<file path="src/hw/rtl/speculative_fetch_stage_assert.svh">
// Assertion macros for the speculative fetch stage.
// Depends on nothing; included by the top level of the block.
`ifndef SPECULATIVE_FETCH_STAGE_ASSERT_SVH
`define SPECULATIVE_FETCH_STAGE_ASSERT_SVH

`ifndef NO_ASSERTIONS

`define SFS_ASSERT_NEVER(label, clk, rst_n, expr) \
    label: assert property (@(posedge clk) disable iff (!rst_n) !(expr)) \
        else $error("assertion failed: condition must never hold");

`define SFS_ASSERT_NEXT(label, clk, rst_n, ante, cons) \
    label: assert property (@(posedge clk) disable iff (!rst_n) (ante) |=> (cons)) \
        else $error("assertion failed: expected outcome on the next cycle");

`else

`define SFS_ASSERT_NEVER(label, clk, rst_n, expr)

`define SFS_ASSERT_NEXT(label, clk, rst_n, ante, cons)

`endif

`endif

</file>
<file path="src/hw/rtl/sfs_pkg.sv">
// Package of the speculative fetch stage: transaction types and fixed constants.
// Depends on nothing; used by the front, back and top-level modules and by the testbench.
package sfs_pkg;

    localparam int PC_OUT_W   = 10;
    localparam int ADDR_W     = 16;
    localparam int TAG_OUT_W  = 16;
    localparam int WORD_W     = 32;
    localparam int CFG_IDX_W  = 2;
    localparam int CFG_DATA_W = 16;
    localparam int MID_DEPTH  = 4;
    localparam int OUT_DEPTH  = 2;

    localparam logic [CFG_IDX_W-1:0] CFG_HALT_OPCODE = 2'd0;
    localparam logic [CFG_IDX_W-1:0] CFG_BRANCH_MASK = 2'd1;

    localparam int OPC_HI  = 31;
    localparam int OPC_LO  = 28;
    localparam int DEST_HI = 27;
    localparam int DEST_LO = 24;
    localparam int IMM_HI  = 15;

    typedef logic [PC_OUT_W-1:0] pc_t;
    typedef logic [ADDR_W-1:0] addr_t;
    typedef logic [3:0] nibble_t;

    typedef struct packed {
        logic              kind;
        logic [WORD_W-1:0] instr_word;
        pc_t               btb_target;
        logic              queue_full;
        logic              mispredicted;
        pc_t               restart_pc;
    } fetch_item_t;

    typedef struct packed {
        nibble_t               opcode;
        nibble_t               dest_reg;
        nibble_t               src_a;
        nibble_t               src_b;
        logic [15:0]           immediate;
        logic [TAG_OUT_W-1:0]  tag;
        logic                  speculative;
        pc_t                   predicted_target;
        pc_t                   fallthrough_pc;
        pc_t                   next_pc;
    } fetch_result_t;

    typedef struct packed {
        logic        kind;
        logic        queue_full;
        logic        mispredicted;
        logic        is_branch;
        logic        is_halt;
        nibble_t     opcode;
        nibble_t     dest_reg;
        nibble_t     src_a;
        nibble_t     src_b;
        logic [15:0] immediate;
        pc_t         btb_target;
        addr_t       target_pc;
        addr_t       restart_pc;
    } fetch_entry_t;

    typedef struct packed {
        logic [CFG_IDX_W-1:0]  index;
        logic [CFG_DATA_W-1:0] data;
    } cfg_write_t;

endpackage

</file>
<file path="src/hw/rtl/sfs_queue.sv">
// Small first-in first-out queue of flip-flops with a count of entries held.
// Depends on nothing; used between the front and back parts and at the result side.
module sfs_queue #(
    parameter int WIDTH = 8,
    parameter int DEPTH = 4
) (
    input  logic             clk,
    input  logic             rst_n,
    input  logic             push,
    input  logic [WIDTH-1:0] wr_data,
    input  logic             pop,
    output logic [WIDTH-1:0] rd_data,
    output logic             empty,
    output logic             full
);

    localparam int PTR_W = (DEPTH > 1) ? $clog2(DEPTH) : 1;
    localparam int CNT_W = $clog2(DEPTH + 1);

    logic [WIDTH-1:0] store_reg [DEPTH];
    logic [PTR_W-1:0] wr_ptr_reg, wr_ptr_next;
    logic [PTR_W-1:0] rd_ptr_reg, rd_ptr_next;
    logic [CNT_W-1:0] count_reg, count_next;
    logic             do_push;
    logic             do_pop;

    assign empty   = (count_reg == '0);
    assign full    = (count_reg == CNT_W'(DEPTH));
    assign do_push = push && !full;
    assign do_pop  = pop && !empty;
    assign rd_data = store_reg[rd_ptr_reg];

    always_comb
    begin
        wr_ptr_next = wr_ptr_reg;
        rd_ptr_next = rd_ptr_reg;
        count_next  = count_reg;
        if (do_push)
        begin
            wr_ptr_next = (wr_ptr_reg == PTR_W'(DEPTH - 1)) ? '0 : wr_ptr_reg + 1'b1;
        end
        if (do_pop)
        begin
            rd_ptr_next = (rd_ptr_reg == PTR_W'(DEPTH - 1)) ? '0 : rd_ptr_reg + 1'b1;
        end
        if (do_push && !do_pop)
        begin
            count_next = count_reg + 1'b1;
        end
        else if (do_pop && !do_push)
        begin
            count_next = count_reg - 1'b1;
        end
    end

    always_ff @(posedge clk or negedge rst_n)
    begin
        if (!rst_n)
        begin
            wr_ptr_reg <= '0;
            rd_ptr_reg <= '0;
            count_reg  <= '0;
        end
        else
        begin
            wr_ptr_reg <= wr_ptr_next;
            rd_ptr_reg <= rd_ptr_next;
            count_reg  <= count_next;
        end
    end

    always_ff @(posedge clk)
    begin
        if (do_push)
        begin
            store_reg[wr_ptr_reg] <= wr_data;
        end
    end

endmodule

</file>
<file path="src/hw/rtl/sfs_front.sv">
// Front part: holds the configuration, decodes each transaction and reduces its addresses.
// Depends on sfs_pkg; feeds the middle queue of the block.
module sfs_front #(
    parameter int MEM_DEPTH = 1024
) (
    input  logic                 clk,
    input  logic                 rst_n,
    input  logic                 in_valid,
    input  sfs_pkg::fetch_item_t in_item,
    input  logic                 cfg_we,
    input  sfs_pkg::cfg_write_t  cfg_wr,
    output logic                 out_valid,
    output sfs_pkg::fetch_entry_t out_entry
);

    import sfs_pkg::*;

    // Addresses are reduced with a reciprocal multiply that is exact for 10-bit values.
    localparam int MOD_M   = (MEM_DEPTH < 1024) ? MEM_DEPTH : 1024;
    localparam int MOD_W   = $clog2(MOD_M);
    localparam int SHIFT   = PC_OUT_W + MOD_W;
    localparam int RECIP_W = PC_OUT_W + 2;
    localparam int PROD_W  = PC_OUT_W + RECIP_W;
    localparam int MUL_W   = 2 * PC_OUT_W;
    localparam logic [RECIP_W-1:0] RECIP = RECIP_W'(((1 << SHIFT) + MOD_M - 1) / MOD_M);

    logic [3:0]   halt_opcode_reg;
    logic [15:0]  branch_mask_reg;

    fetch_item_t  s1_item_reg;
    pc_t          s1_tgt_q_reg;
    pc_t          s1_rst_q_reg;
    logic         s1_branch_reg;
    logic         s1_halt_reg;
    logic         s1_valid_reg;

    fetch_entry_t s2_entry_reg, s2_entry_next;
    logic         s2_valid_reg;

    logic [PROD_W-1:0] tgt_prod;
    logic [PROD_W-1:0] rst_prod;
    logic [MUL_W-1:0]  tgt_qm;
    logic [MUL_W-1:0]  rst_qm;
    logic [MUL_W-1:0]  tgt_rem;
    logic [MUL_W-1:0]  rst_rem;
    nibble_t           opc;

    assign opc      = in_item.instr_word[OPC_HI:OPC_LO];
    assign tgt_prod = PROD_W'(in_item.btb_target) * PROD_W'(RECIP);
    assign rst_prod = PROD_W'(in_item.restart_pc) * PROD_W'(RECIP);

    always_ff @(posedge clk or negedge rst_n)
    begin
        if (!rst_n)
        begin
            halt_opcode_reg <= '0;
            branch_mask_reg <= '0;
        end
        else if (cfg_we)
        begin
            case (cfg_wr.index)
                CFG_HALT_OPCODE: halt_opcode_reg <= cfg_wr.data[3:0];
                CFG_BRANCH_MASK: branch_mask_reg <= cfg_wr.data;
                default:         ;
            endcase
        end
    end

    always_ff @(posedge clk or negedge rst_n)
    begin
        if (!rst_n)
        begin
            s1_valid_reg <= 1'b0;
            s2_valid_reg <= 1'b0;
        end
        else
        begin
            s1_valid_reg <= in_valid;
            s2_valid_reg <= s1_valid_reg;
        end
    end

    always_ff @(posedge clk)
    begin
        s1_item_reg   <= in_item;
        s1_tgt_q_reg  <= PC_OUT_W'(tgt_prod >> SHIFT);
        s1_rst_q_reg  <= PC_OUT_W'(rst_prod >> SHIFT);
        s1_branch_reg <= branch_mask_reg[opc];
        s1_halt_reg   <= (opc == halt_opcode_reg);
        s2_entry_reg  <= s2_entry_next;
    end

    always_comb
    begin
        tgt_qm  = MUL_W'(s1_tgt_q_reg) * MUL_W'(MOD_M);
        rst_qm  = MUL_W'(s1_rst_q_reg) * MUL_W'(MOD_M);
        tgt_rem = MUL_W'(s1_item_reg.btb_target) - tgt_qm;
        rst_rem = MUL_W'(s1_item_reg.restart_pc) - rst_qm;

        s2_entry_next.kind         = s1_item_reg.kind;
        s2_entry_next.queue_full   = s1_item_reg.queue_full;
        s2_entry_next.mispredicted = s1_item_reg.mispredicted;
        s2_entry_next.is_branch    = s1_branch_reg;
        s2_entry_next.is_halt      = s1_halt_reg;
        s2_entry_next.opcode       = s1_item_reg.instr_word[OPC_HI:OPC_LO];
        s2_entry_next.dest_reg     = s1_item_reg.instr_word[DEST_HI:DEST_LO];
        s2_entry_next.src_a        = s1_item_reg.instr_word[23:20];
        s2_entry_next.src_b        = s1_item_reg.instr_word[19:16];
        s2_entry_next.immediate    = s1_item_reg.instr_word[IMM_HI:0];
        s2_entry_next.btb_target   = s1_item_reg.btb_target;
        s2_entry_next.target_pc    = {(ADDR_W - PC_OUT_W)'(0), tgt_rem[PC_OUT_W-1:0]};
        s2_entry_next.restart_pc   = {(ADDR_W - PC_OUT_W)'(0), rst_rem[PC_OUT_W-1:0]};
    end

    assign out_valid = s2_valid_reg;
    assign out_entry = s2_entry_reg;

endmodule

</file>
<file path="src/hw/rtl/sfs_back.sv">
// Back part: owns the fetch state, carries out each decoded transaction and builds results.
// Depends on sfs_pkg; reads the middle queue and writes the result queue.
module sfs_back #(
    parameter int MEM_DEPTH = 1024,
    parameter int TAG_BITS  = 16
) (
    input  logic                   clk,
    input  logic                   rst_n,
    input  logic                   entry_valid,
    input  sfs_pkg::fetch_entry_t  entry,
    output logic                   entry_take,
    input  logic                   res_full,
    output logic                   res_push,
    output sfs_pkg::fetch_result_t res
);

    import sfs_pkg::*;

    localparam int PC_W = $clog2(MEM_DEPTH);

    logic [PC_W-1:0]     fetch_pc_reg, fetch_pc_next;
    logic                halt_seen_reg, halt_seen_next;
    logic                speculating_reg, speculating_next;
    logic [TAG_BITS-1:0] tag_counter_reg, tag_counter_next;

    logic [PC_W:0]                  pc_inc;
    logic [PC_W-1:0]                fall_pc;
    logic                           fetch_ok;
    logic [PC_W+PC_OUT_W-1:0]       npc_wide;
    logic [PC_W+PC_OUT_W-1:0]       fall_wide;
    logic [TAG_BITS+TAG_OUT_W-1:0]  tag_wide;

    assign entry_take = entry_valid && !res_full;
    assign pc_inc     = {1'b0, fetch_pc_reg} + 1'b1;
    assign fall_pc    = (pc_inc == (PC_W + 1)'(MEM_DEPTH)) ? '0 : pc_inc[PC_W-1:0];
    assign fetch_ok   = !entry.kind && !halt_seen_reg && !entry.queue_full
                        && !(entry.is_branch && speculating_reg);
    assign res_push   = entry_take && fetch_ok;

    always_comb
    begin
        fetch_pc_next    = fetch_pc_reg;
        halt_seen_next   = halt_seen_reg;
        speculating_next = speculating_reg;
        tag_counter_next = tag_counter_reg;
        if (entry_take)
        begin
            if (entry.kind)
            begin
                speculating_next = 1'b0;
                if (entry.mispredicted)
                begin
                    fetch_pc_next = entry.restart_pc[PC_W-1:0];
                end
            end
            else if (fetch_ok)
            begin
                tag_counter_next = tag_counter_reg + 1'b1;
                if (entry.is_halt)
                begin
                    halt_seen_next = 1'b1;
                end
                if (entry.is_branch)
                begin
                    speculating_next = 1'b1;
                    fetch_pc_next    = entry.target_pc[PC_W-1:0];
                end
                else
                begin
                    fetch_pc_next = fall_pc;
                end
            end
        end
    end

    always_comb
    begin
        npc_wide  = {PC_OUT_W'(0), fetch_pc_next};
        fall_wide = {PC_OUT_W'(0), fall_pc};
        tag_wide  = {TAG_OUT_W'(0), tag_counter_reg};

        res.opcode           = entry.opcode;
        res.dest_reg         = entry.dest_reg;
        res.src_a            = entry.src_a;
        res.src_b            = entry.src_b;
        res.immediate        = entry.immediate;
        res.tag              = tag_wide[TAG_OUT_W-1:0];
        res.speculative      = speculating_reg;
        res.predicted_target = entry.is_branch ? entry.btb_target : '0;
        res.fallthrough_pc   = entry.is_branch ? fall_wide[PC_OUT_W-1:0] : '0;
        res.next_pc          = npc_wide[PC_OUT_W-1:0];
    end

    always_ff @(posedge clk or negedge rst_n)
    begin
        if (!rst_n)
        begin
            fetch_pc_reg    <= '0;
            halt_seen_reg   <= 1'b0;
            speculating_reg <= 1'b0;
            tag_counter_reg <= '0;
        end
        else
        begin
            fetch_pc_reg    <= fetch_pc_next;
            halt_seen_reg   <= halt_seen_next;
            speculating_reg <= speculating_next;
            tag_counter_reg <= tag_counter_next;
        end
    end

endmodule

</file>
<file path="src/hw/rtl/speculative_fetch_stage.sv">
// Top level of the speculative fetch stage: front part, middle queue, back part, result queue.
// Depends on sfs_pkg, sfs_queue, sfs_front, sfs_back and speculative_fetch_stage_assert.svh.
//
// Channel   Handshake               Payload
// item      push / full             item (fetch_item_t)
// result    pop / empty             result (fetch_result_t)
// config    cfg_valid / cfg_ready   cfg_index, cfg_data
//
// While full is low, one transaction is accepted per cycle; the back part's state update sets it.
// A result passes the front part's s1 and s2 registers, the middle queue and the result queue.
// Reset clears the fetch state, the configuration and both queues; cfg_ready is always high.
// Full rises when four transactions sit in the front part and the middle queue together.
// The back part stalls only when the two-entry result queue is full.
`include "speculative_fetch_stage_assert.svh"

module speculative_fetch_stage #(
    parameter int MEM_DEPTH = 1024,
    parameter int TAG_BITS  = 16
) (
    input  logic                              clk,
    input  logic                              rst_n,
    input  logic                              push,
    output logic                              full,
    input  sfs_pkg::fetch_item_t              item,
    output logic                              empty,
    input  logic                              pop,
    output sfs_pkg::fetch_result_t            result,
    input  logic                              cfg_valid,
    output logic                              cfg_ready,
    input  logic [sfs_pkg::CFG_IDX_W-1:0]     cfg_index,
    input  logic [sfs_pkg::CFG_DATA_W-1:0]    cfg_data
);

    import sfs_pkg::*;

    localparam int CRED_W = $clog2(MID_DEPTH + 1);

    logic          in_take;
    cfg_write_t    cfg_wr;
    logic          mid_push;
    fetch_entry_t  mid_wr_entry;
    fetch_entry_t  mid_rd_entry;
    logic          mid_empty;
    logic          mid_full;
    logic          mid_pop;
    logic          res_push;
    logic          res_full;
    fetch_result_t res_wr;
    logic [CRED_W-1:0] inflight_reg, inflight_next;

    assign cfg_ready    = 1'b1;
    assign cfg_wr.index = cfg_index;
    assign cfg_wr.data  = cfg_data;
    assign full         = (inflight_reg == CRED_W'(MID_DEPTH));
    assign in_take      = push && !full;

    always_comb
    begin
        inflight_next = inflight_reg;
        if (in_take && !mid_pop)
        begin
            inflight_next = inflight_reg + 1'b1;
        end
        else if (mid_pop && !in_take)
        begin
            inflight_next = inflight_reg - 1'b1;
        end
    end

    always_ff @(posedge clk or negedge rst_n)
    begin
        if (!rst_n)
        begin
            inflight_reg <= '0;
        end
        else
        begin
            inflight_reg <= inflight_next;
        end
    end

    sfs_front #(
        .MEM_DEPTH (MEM_DEPTH)
    ) u_front (
        .clk       (clk),
        .rst_n     (rst_n),
        .in_valid  (in_take),
        .in_item   (item),
        .cfg_we    (cfg_valid && cfg_ready),
        .cfg_wr    (cfg_wr),
        .out_valid (mid_push),
        .out_entry (mid_wr_entry)
    );

    sfs_queue #(
        .WIDTH ($bits(fetch_entry_t)),
        .DEPTH (MID_DEPTH)
    ) u_mid_queue (
        .clk     (clk),
        .rst_n   (rst_n),
        .push    (mid_push),
        .wr_data (mid_wr_entry),
        .pop     (mid_pop),
        .rd_data (mid_rd_entry),
        .empty   (mid_empty),
        .full    (mid_full)
    );

    sfs_back #(
        .MEM_DEPTH (MEM_DEPTH),
        .TAG_BITS  (TAG_BITS)
    ) u_back (
        .clk         (clk),
        .rst_n       (rst_n),
        .entry_valid (!mid_empty),
        .entry       (mid_rd_entry),
        .entry_take  (mid_pop),
        .res_full    (res_full),
        .res_push    (res_push),
        .res         (res_wr)
    );

    sfs_queue #(
        .WIDTH ($bits(fetch_result_t)),
        .DEPTH (OUT_DEPTH)
    ) u_res_queue (
        .clk     (clk),
        .rst_n   (rst_n),
        .push    (res_push),
        .wr_data (res_wr),
        .pop     (pop),
        .rd_data (result),
        .empty   (empty),
        .full    (res_full)
    );

    `SFS_ASSERT_NEVER(a_credit_bound, clk, rst_n, inflight_reg > CRED_W'(MID_DEPTH))
    `SFS_ASSERT_NEVER(a_mid_no_overflow, clk, rst_n, mid_push && mid_full)
    `SFS_ASSERT_NEXT(a_credit_count, clk, rst_n, in_take && !mid_pop, inflight_reg == $past(inflight_reg) + 1'b1)
    `SFS_ASSERT_NEVER(a_credit_covers_queue, clk, rst_n, inflight_reg < CRED_W'(mid_push) + CRED_W'(!mid_empty))

endmodule

</file>
<file path="config.mk">
export PLATFORM = sky130hd
export DESIGN_NAME = speculative_fetch_stage
export DESIGN_NICKNAME = d
export VERILOG_FILES = /design/src/hw/rtl/sfs_pkg.sv /design/src/hw/rtl/sfs_queue.sv /design/src/hw/rtl/sfs_front.sv /design/src/hw/rtl/sfs_back.sv /design/src/hw/rtl/speculative_fetch_stage.sv
export VERILOG_INCLUDE_DIRS = /design/src /design/src/hw/rtl
export SDC_FILE = /design/constraint.sdc
export NUM_CORES = 1
export LEC_CHECK = 0
export BUFFER_PORTS_ARGS = -buffer_cell sky130_fd_sc_hd__buf_2
export CORE_ASPECT_RATIO = 2
export CORE_MARGIN = 2
export CORE_UTILIZATION = 48
export DETAILED_ROUTE_END_ITERATION = 8
export MAX_ROUTING_LAYER = met4
export PLACE_DENSITY = 0.64
export SLEW_MARGIN = 0
export SYNTH_ARGS = -nofsm -noshare
export SYNTH_HDL_FRONTEND = slang
export SYNTH_SLANG_ARGS = --single-unit
</file>
<file path="constraint.sdc">
create_clock -name clk -period 14 [get_ports clk]
set_input_delay 0.7 -clock clk [delete_from_list [all_inputs] [get_ports clk]]
set_output_delay 0.7 -clock clk [all_outputs]
set_load 0.1 [all_outputs]
</file>
==> out/summary.md <==
In this run the power spent charging and discharging nets is 1.846 mW. STA puts the critical path data required time at 14.18 ns. The net count after synthesis is 1070, and the number of max-cap violations is 0. After routing the design area is 22560 sq um. The HPWL reported at the end of detailed placement is 21590 microns, and the flip-flop count of the largest register, all copies and words added is 228. In the final routed layout, each cell accounts on average for 19.93 microns. Clock-pin slew was measured on the worst setup and hold paths at 0.07 ns.

160 I/O pins were placed. The tools report the final setup TNS as 0 ns. In this run the tightest slew margin relative to its limit is 23.42%. The overall power after layout came out at 5.179 mW. The post-route netlist has 34.61% of its cells at a drive strength greater than 1. For this run, the total global-route usage over all layers was measured as 16.72%. The most frequently used flop master after synthesis was edfxtp_1. The depth of the worst register-to-register path was 5. For the final database, setup skew stands at 0.01375 ns. The maximum number of pins on one net before global-route repair came out at 81.

The number of clock buffers inserted by TritonCTS is 45. The number of antenna diodes in the final layout is 0. At the pin with the least slew margin, the transition time is 1.149 ns.

Along the worst path, the maximum fanout reaches 43. The number of vias in the routed layout was 8962; the setup-violating endpoint count in the final report was 0. The path class of the tightest hold or removal check is in -> reg. The logs give 980 for the instance count of the mapped netlist and 53020 microns for the first-pass GRT wire length. The kind of capture point of the worst setup path is a flop. The tools report the distinct cell type count after synthesis as 49. Initial antenna violation count: 0. Clock tree synthesis found a total of 564 sinks. The number of violations reported at the end of detailed-routing iteration 0 was 451; the antenna violation net count after detailed routing was 0. Y dimension of the die: 290.3 microns. TritonCTS built the clock tree. The post-CTS setup repair buffer count is 0, and the data arrival time at the worst-slack endpoint is 4.70 ns.

The leakage power summed over all cells came out at 8.084 nW. After detailed routing, the total wire length is 34470 microns. The internal portion of the total power is 3.333 mW. Of the total power, the share spent switching nets is 35.64%.

Starting density of the core: 48.76%. The logs give 42710 sq um for the floorplan die area and 0.55 ns for the clock insertion delay at the later pin of the skew report. The synthesized design contains 564 register bits. In this run the critical register-to-register path is launched from u_mid_queue.rd_ptr_reg[0]$_DFFE_PN0P_. The run gives 9.48 ns as the flop-to-flop setup slack.

The flow ran to the end, and the final reports show no timing, DRC or antenna violations. The tools report the first-pass detailed-route iteration total as 4. The proportion of register bits with asynchronous set or reset after synthesis was 11.35%; the power share of the sequential group was 44.9%. The cell area that synthesis handed to floorplanning was 19670 sq um. The net count of the finished layout is 1253. For this run, the top clock speed supported by timing is 221.4 MHz. The tools report the final number of hold-violating endpoints as 0.

For the final RePlAce weighted congestion, the log shows 0.8746. For this run, the register share of the synthesized area comes to 78.67%. The total global routing overflow was 0; the post-cts hold buffer count was 0. Timing startpoint of the critical path: u_mid_queue.rd_ptr_reg[0]$_DFFE_PN0P_. Following the worst setup path forward leads to its endpoint at u_res_queue.store_reg[1][10]$_DFFE_PP_.

The power per cell area was 229.6 nW/um^2; the share of total power in the clock network was 24.3%. Combinational cells account for 30.8% of the total power. In this run the clock root is driven by a clkbuf_16.

The area growth from synthesis to layout is 14.67%. The critical path launch point type was a flop. In this run the deepest clock path goes through 3 buffers. The number of buffer cells added on primary ports was 158; the per-cell via count in the routed design was 5.183. The synthesized area per cell came out at 20.07 sq um. Die span in x: 147.1 microns. Yosys printed 0 warnings. The number of gates resized after CTS is 0, and the number of global-route vias before repair is 9489. Of the available clock period, the critical path in the final layout requires 32.27%.

The path type of the worst setup path is reg -> reg. Setup repair after global routing left no endpoint under its margin. The tools report the count of unresolved DRC violations after routing as 0. The endpoint identified for the worst register-to-register timing path is u_res_queue.store_reg[1][10]$_DFFE_PP_. For the placeable core region, the log shows 40340 sq um. Summing all placed instances gives a cell area of 21060 sq um.

The H-tree was split into 2 levels. The worst path in the final design needs a cycle of 4.518 ns, including I/O delays and setup. The number of slew-limit violations in the final report was 0. The run gives 132.8 uV as the peak ir drop on the vdd network. The number of flops mapped to enable cells by yosys came out at 386.

The initialized floorplan defines 104 standard-cell rows.
metal layers:
| layer | wire length (microns) | global-route usage (%) |
|---|---|---|
| met5 | 0 | - |
| met2 | 19370 | 31.11 |
| met3 | 1415 | 2.355 |
| met4 | 1256 | 6.684 |
| met1 | 12420 | 17.58 |
cell type report:
class,count,area [sq um]
timing repair buffer,169,873.3
fill,3157,17780
sequential,564,15480
clock inverter,16,150.1
tap,530,663.1
clock buffer,67,1351
multi-input combinational,373,3998
inverter,10,37.54
synth_stat cells (all sizes together), types with 5 or more instances:
master  count  area share, %
mux2      104            6.0
buf        18           0.59
nor2       25           0.48
dfxtp     114             12
a21oi       5           0.13
nand2      12           0.23
nor3       11           0.34
nand4       8           0.25
mux4       61            7.0
and3       11           0.35
ha         10           0.64
clkbuf     15           0.29
nor2b       6           0.19
inv         9           0.17
xnor2      19           0.85
dfrtp      64            8.1
xor2       19           0.85
and2       20           0.64
edfxtp    386             59
nand3      10           0.25
o21ai       7           0.18
how the worst min path moves through the flow:
stage	endpoint	cells past startpoint	startpoint
6_report	u_front.s1_item_reg[0]$_DFF_P_	1	item[0]
3_5_place_dp	u_front.out_entry[40]$_DFF_P_	0	u_front.s1_item_reg[20]$_DFF_P_
3_3_place_gp	u_front.out_entry[47]$_DFF_P_	0	u_front.s1_item_reg[27]$_DFF_P_
5_1_grt	u_front.s1_item_reg[1]$_DFF_P_	1	item[1]
4_1_cts	u_front.s1_item_reg[1]$_DFF_P_	1	item[1]
2_1_floorplan	u_front.out_entry[0]$_DFF_P_	0	u_front.s1_item_reg[0]$_DFF_P_
cell families (layout without fill, tap and decap cells):
family | count (synthesis) | in the layout | synth area share, %
DFF | 564 | 564 | 78.67
muxes | 169 | 169 | 13.14
and+or+nand+nor | 112 | 112 | 3.072
buffers and inverters | 43 | 262 | 1.069
AOI/OAI and AO/OA | 41 | 41 | 1.495
xor gates and xnor gates | 38 | 38 | 1.692
adders and majority gates | 12 | 12 | 0.8396
other | 1 | 1 | 0.01906
power groups by stage:
stage / registers, mW / clock network, mW / logic (mW)
6_report: 2.33 / 1.26 / 1.59
5_1_grt: 2.36 / 1.35 / 1.68
4_1_cts: 2.33 / 1.29 / 1.62
3_5_place_dp: 2.37 / 0 / 1.61
3_3_place_gp: 2.35 / 0 / 1.60
2_1_floorplan: 2.25 / 0 / 1.37
layout by cell type (no fill, tap or decap), types with 3 or more instances in the layout:
| master | n |
|---|---|
| a221o_1 | 4 |
| mux2_2 | 104 |
| a21oi_1 | 5 |
| clkinv_2 | 7 |
| nand2_1 | 12 |
| dfxtp_1 | 114 |
| xor2_1 | 19 |
| clkbuf_8 | 10 |
| a22oi_1 | 4 |
| and4_1 | 3 |
| mux2i_1 | 4 |
| mux4_2 | 61 |
| nand3_1 | 10 |
| o21bai_1 | 4 |
| and2_1 | 15 |
| o21ai_0 | 7 |
| nor2_1 | 25 |
| nand4_1 | 8 |
| dfrtp_1 | 61 |
| clkinv_1 | 4 |
| and2_2 | 4 |
| nor2b_1 | 6 |
| clkbuf_1 | 10 |
| buf_2 | 158 |
| buf_4 | 11 |
| and3_1 | 11 |
| ha_1 | 10 |
| nor3_1 | 9 |
| clkbuf_16 | 47 |
| xnor2_1 | 19 |
| a21o_1 | 3 |
| inv_1 | 9 |
| edfxtp_1 | 386 |
per-stage QoR:
stage | worst slack [ns] | hold WS [ns] | cells | util, %
finish | 9.482 | 0.2486 | 1729 | 55.92
global route | 9.172 | 0.2168 | 1729 | 55.92
CTS | 9.383 | 0.2134 | 1729 | 55.92
detailed placement | 9.395 | 0.3121 | 1646 | 52.20
global placement | 9.449 | 0.3105 | 1646 | 52.20
floorplan | 6.469 | 0.3096 | 980 | -
critical path, stage by stage, from the launching register on:
cell     delay [ns]
dfrtp_4        0.80
mux4_2         0.65
or3_1          0.49
nor3_4         0.87
and2_4         0.72
buf_4          0.56
(Power assumes the default switching activity.)
